### src/rtl/gmp_pkg.sv
`timescale 1ns / 1ps
// ----------------------------------------------------------------------------
// gmp_pkg
// Shared types, register indexes and saturating arithmetic for the grid
// minimum-path cost and count block.
// ----------------------------------------------------------------------------
package gmp_pkg;

    typedef logic signed [15:0] cell_t;
    typedef logic signed [23:0] cost_t;
    typedef logic        [63:0] count_t;

    typedef struct packed {
        cost_t  cost;
        count_t count;
    } entry_t;

    typedef struct packed {
        logic first_diag;
        logic first_pos;
        logic eod;
        logic final_diag;
        logic is_last;
        logic perc;
    } flags_t;

    localparam logic [7:0] REG_GRID_SIZE = 8'd0;
    localparam logic [7:0] REG_PERC_MODE = 8'd1;

    localparam logic [8:0] GRID_SIZE_RESET = 9'd16;

    localparam cost_t  COST_MAX  = 24'sh7FFFFF;
    localparam cost_t  COST_MIN  = 24'sh800000;
    localparam count_t COUNT_MAX = {64{1'b1}};
    localparam count_t COUNT_ONE = 64'd1;

    function automatic cost_t sat_add_cost(input cost_t a, input cell_t b);
        logic [24:0] s;
        s = {a[23], a} + {{9{b[15]}}, b};
        if (s[24] != s[23]) begin
            return s[24] ? COST_MIN : COST_MAX;
        end
        return s[23:0];
    endfunction

    function automatic count_t sat_add_count(input count_t a, input count_t b);
        logic [64:0] s;
        s = {1'b0, a} + {1'b0, b};
        return s[64] ? COUNT_MAX : s[63:0];
    endfunction

endpackage

### src/rtl/gmp_ctrl.sv
`timescale 1ns / 1ps
// ----------------------------------------------------------------------------
// gmp_ctrl
// Configuration registers and the diagonal / position sequencer.
// ----------------------------------------------------------------------------
module gmp_ctrl #(
    parameter int MAX_SIZE = 256,
    parameter int AW       = 8
) (
    input  logic              aclk,
    input  logic              aresetn,
    input  logic              cfg_valid,
    input  logic [7:0]        cfg_index,
    input  logic [15:0]       cfg_data,
    input  logic              advance,
    output logic [AW-1:0]     pos,
    output gmp_pkg::flags_t   flags
);
    import gmp_pkg::*;

    localparam int NW = AW + 1;
    localparam int EW = (NW > 9) ? NW : 9;
    localparam logic [EW-1:0] MAX_N = EW'(MAX_SIZE);
    localparam logic [EW-1:0] ONE_N = EW'(1);

    logic [8:0]    grid_size_reg;
    logic          perc_mode_reg;
    logic [AW-1:0] diag_reg, diag_next;
    logic [AW-1:0] pos_reg, pos_next;
    logic [EW-1:0] gs_ext;
    logic [EW-1:0] n_eff;
    logic [EW-1:0] diag_plus1;

    always_ff @(posedge aclk) begin
        if (!aresetn) begin
            grid_size_reg <= GRID_SIZE_RESET;
            perc_mode_reg <= 1'b0;
        end else if (cfg_valid) begin
            case (cfg_index)
                REG_GRID_SIZE: grid_size_reg <= cfg_data[8:0];
                REG_PERC_MODE: perc_mode_reg <= cfg_data[0];
                default: ;
            endcase
        end
    end

    always_comb begin
        gs_ext     = EW'(grid_size_reg);
        diag_plus1 = EW'(diag_reg) + ONE_N;
        if (gs_ext == '0) begin
            n_eff = ONE_N;
        end else if (gs_ext > MAX_N) begin
            n_eff = MAX_N;
        end else begin
            n_eff = gs_ext;
        end
        flags.first_diag = (diag_reg == '0);
        flags.first_pos  = (pos_reg == '0);
        flags.eod        = (pos_reg >= diag_reg);
        flags.final_diag = (diag_plus1 >= n_eff);
        flags.is_last    = flags.eod && flags.final_diag;
        flags.perc       = perc_mode_reg;
    end

    always_comb begin
        diag_next = diag_reg;
        pos_next  = pos_reg;
        if (advance) begin
            if (flags.is_last) begin
                diag_next = '0;
                pos_next  = '0;
            end else if (flags.eod) begin
                diag_next = diag_reg + AW'(1);
                pos_next  = '0;
            end else begin
                pos_next  = pos_reg + AW'(1);
            end
        end
    end

    always_ff @(posedge aclk) begin
        if (!aresetn) begin
            diag_reg <= '0;
            pos_reg  <= '0;
        end else begin
            diag_reg <= diag_next;
            pos_reg  <= pos_next;
        end
    end

    assign pos = pos_reg;

`ifndef SYNTH
    a_pos_within_diag: assert property (@(posedge aclk) disable iff (!aresetn)
        pos_reg <= diag_reg)
        else $error("position ran past its diagonal");
`endif

endmodule

### config.mk
export PLATFORM = sky130hd
export DESIGN_NAME = gmp_ctrl
export DESIGN_NICKNAME = d
export VERILOG_FILES = /design/src/rtl/gmp_pkg.sv /design/src/rtl/gmp_ctrl.sv
export SDC_FILE = /design/constraint.sdc
export NUM_CORES = 1
export LEC_CHECK = 0
export BUFFER_PORTS_ARGS = -buffer_cell sky130_fd_sc_hd__buf_2
export CORE_AREA = 2 2 44 87
export DETAILED_ROUTE_END_ITERATION = 8
export DIE_AREA = 0 0 46 89
export HOLD_SLACK_MARGIN = 0.03
export PLACE_DENSITY = 0.78
export REMOVE_ABC_BUFFERS = 1
export SYNTH_ARGS = -nofsm -noshare
export SYNTH_HDL_FRONTEND = slang
export SYNTH_SLANG_ARGS = --single-unit
### constraint.sdc
create_clock -name aclk -period 2.8 [get_ports aclk]
set_input_delay 0.14 -clock aclk [delete_from_list [all_inputs] [get_ports aclk]]
set_output_delay 0.14 -clock aclk [all_outputs]
set_load 0.02 [all_outputs]
==> results by group <==
Setup path
  – Crit path max fanout: 4
  – CP Data Required Time: 2.66 ns
  – CP peak stage delay: 0.36 ns
  – Slowest cell on crit path: dfxtp_4
  – Crit path capture: flags[1]
  – FF-to-FF End: diag_reg[2]
  – Buf/Inv on CP: 2
  – Worst R2R Start: grid_size_reg[7]
  – Crit path from: grid_size_reg[7]
  – Minimum setup slack among reg-to-reg paths: 0.36 ns
  – Cell count along the critical path: 10
  – CP arrival: 2.51 ns
  – Kind of critical path: flop to output pin
  – Top cell family by delay on the critical path: simple AND/OR/NAND/NOR gates
  – Cell Chain, Critical Path: nor4_4 -> a21oi_2 -> nor2_1 -> ha_1 -> nand2b_4 -> a41o_1 -> a211oi_4 -> inv_2 -> and2_1 -> buf_2
  – Startpoint Class: flop
  – Cell count of the worst reg-to-reg path: 10
  – Critical Path End Type: output pin

Placed design
  – Port bufs: 34
  – Gp weighted congestion: 0.830
  – Placed cell count: 270
  – DP Wirelength: 3190 um
  – Place WS: 0.308 ns
  – Placed cell areas: 0.00200 mm^2

Routing
  – Wire per inst: 15.1 um
  – Final antenna-violating net count: 0
  – Number of remaining DRC errors: 0
  – 1st-iter DRT viols: 39
  – DR vias: 1636
  – Pre-antenna DRT Iters: 4
  – Via density: 5.95
  – Routed wire length: 4160 um

Timing
  – Clock Skews: 0.00491 ns
  – Measured slew at the worst slew-check pin: 0.540 ns
  – Worst setup margin: 0.151 ns
  – Fin crit share: 94.6%
  – Pins Over Slew Limit: 0
  – Fmax: 377 MHz
  – Final hold viol count: 0
  – Final Setup Violations: 0
  – Period minus WS final: 2.65 ns
  – Relative slew slack: 64.0%

Clocking
  – Cts hold-fix bufs: 0
  – CTS Buf Count: 3
  – Clock Pin Slew Worst Setup and Hold Paths: 0.09 ns
  – Maximum clock path buffer count: 2
  – Clock sinks: 26
  – H-tree depth: 1
  – Worst-Skew Late Latency: 0.27 ns
  – CTS tree: done
  – Clock root buffer: clkbuf_8

GRT
  – GRT Overall Usage: 22.3%
  – Largest net degree at the start of global routing: 36
  – Initial antenna violation count: 0
  – Vias in the first global route: 1609
  – GR Overflow Total: 0
  – First-pass GRT wire length: 6820 um

Power and ir drop
  – Comb power frac: 21.3%
  – Clk pwr share: 28.2%
  – Pwr dens: 360 mW/mm^2
  – Seq pwr share: 50.5%
  – Psw: 0.220 mW
  – Leakage Power: 0.872 nW
  – Switching Share: 29.0%
  – Peak supply drop: 0.327 mV
  – Final Power: 0.761 mW
  – Int Power: 0.540 mW

Outcome
  – Status: finished, final reports clean

Floorplan
  – Core Area: 0.00338 mm^2
  – Initial Util: 53.2%
  – Die W: 46 um
  – Die height: 89 um
  – Num rows: 30
  – Die Area: 0.00409 mm^2
  – I/O pin cnt: 42

Synth
  – Gate count after technology mapping: 208
  – Mux contribution to synthesized area: 5.57%
  – Largest family of logic cells by synthesized area: simple AND/OR/NAND/NOR gates
  – Async SR Flop Fraction: 0%
  – Post-Synth Simple-Gate Area: 27.3%
  – Cell area after synthesis: 0.00180 mm^2
  – Main synth FF type: dfxtp_1
  – Post-synthesis xor/xnor area fraction: 5.36%
  – Post-synthesis adder-cell area fraction: 14.6%
  – Yosys warns: 0
  – Avg Cell Area, Syn: 8.64 um^2
  – Number of synthesized flops with an enable pin: 0
  – Yosys reg bits: 26
  – Complex-gate fraction of the synthesized area: 13.4%
  – Post-synthesis sequential area ratio: 28.9%
  – Yosys cell types: 49

Finish
  – Final Util: 62.5%
  – Layout cells sized above 1: 25.9%
  – Finished Layout Cells: 275
  – Ant diodes: 0
  – Fin nets: 294
  – Area of the multi-input gates: 0.00124 mm^2
  – Number of fill cells: 323
  – Area growth syn-to-layout: 17.4%
  – Largest register FFs: 9
  – FF+latch area: 529 um^2
  – Design Area, Final: 0.00211 mm^2

Flow run
  – Max-cap check violation count: 0

Min path
  – Hold Crit Start: cfg_data[4]
  – Min-Delay Path Class: input port to flop
[through the flow]
stage	hold WS, ns	setup TNS (ns)
finish	0.0794	0
global route	0.0834	-0.00277
CTS	0.0770	0
detailed placement	0.359	0
global placement	0.362	0
floorplan	0.202	0
[worst reg2reg max path: cells and delay by family, from the launching register on]
family	cells	cell delay, ns
compound gates	5	0.99
fa+ha+maj	1	0.26
buf+inv	1	0.19
flops	1	0.36
simple gates	3	0.58
[metal layers]
metal	wire length, um	global-route usage, %
met1	1530	21.8
met2	2360	43.2
met3	131	2.22
met4	140	10.4
met5	0	0
[power by group through the flow]
stage | sequential [mW] | combinational, mW | clock [mW]
CTS | 0.381 | 0.160 | 0.217
detailed placement | 0.390 | 0.160 | 0
floorplan | 0.392 | 0.0950 | 0
global placement | 0.390 | 0.156 | 0
global route | 0.385 | 0.178 | 0.233
finish | 0.384 | 0.162 | 0.215
[cells in the final DEF, fill, tap and decap left out, types with 4 or more instances in the layout]
cell	synthesis	layout
a21oi_1	8	6
and3_1	6	6
buf_2	2	34
buf_4	1	6
dfxtp_1	26	23
ha_1	21	20
inv_1	12	11
mux2i_1	10	10
nand2_1	29	29
nand3_1	8	7
nand4_1	5	5
nor2_1	6	6
nor2b_1	11	11
nor4_1	5	4
o22ai_1	5	5
xnor2_1	9	9
[worst min path at each step]
stage	to	slack, ns	cells after the start
2_1_floorplan	grid_size_reg[4]	0.20	1
3_3_place_gp	grid_size_reg[4]	0.36	3
3_5_place_dp	grid_size_reg[4]	0.36	3
4_1_cts	grid_size_reg[4]	0.08	3
5_1_grt	grid_size_reg[4]	0.08	3
6_report	grid_size_reg[4]	0.08	3
[synth_stat cells, types with 2 or more instances]
library cell  number  share of area, %
nand2_1           29               6.1
dfxtp_1           26                29
ha_1              21                15
inv_1             12               2.5
nor2b_1           11               3.8
mux2i_1           10               5.6
xnor2_1            9               4.4
a21oi_1            8               2.2
nand3_1            8               2.2
and3_1             6               2.1
nor2_1             6               1.3
nand4_1            5               1.7
nor4_1             5               1.7
o22ai_1            5               1.7
clkbuf_1           4              0.83
nor3_1             4               1.1
and2_1             2              0.70
buf_2              2              0.56
nor4b_1            2              0.97
o2111ai_1          2              0.97
o21a_1             2              0.83
xor2_1             2              0.97
[area by class of cell]
cell class,instances,share of cell area [%]
well taps,32,1.90
repair buffers,40,10.2
clock buffers,3,1.96
multi-input cells,161,58.6
flip-flops and latches,26,25.1
inverters,13,2.31
[kinds of logic (layout without fill, tap and decap cells)]
kind of cell,Yosys count,count (layout)
multiplexers,10,10
buffers and inverters,21,56
AO/OA/AOI/OAI,31,31
AND/OR/NAND/NOR,88,88
XOR/XNOR,11,11
flip-flops,26,26
adder cells (fa/ha/maj),21,21
[what timing repair did]
| item | in CTS | in global routing |
|---|---|---|
| gates resized for setup | 0 | 15 |
| setup endpoints to repair | 0 | 2 |
| endpoints found under the hold margin | 0 | 0 |
| setup buffers | 0 | 2 |
No activity file was read; power rests on OpenSTA's default activity.
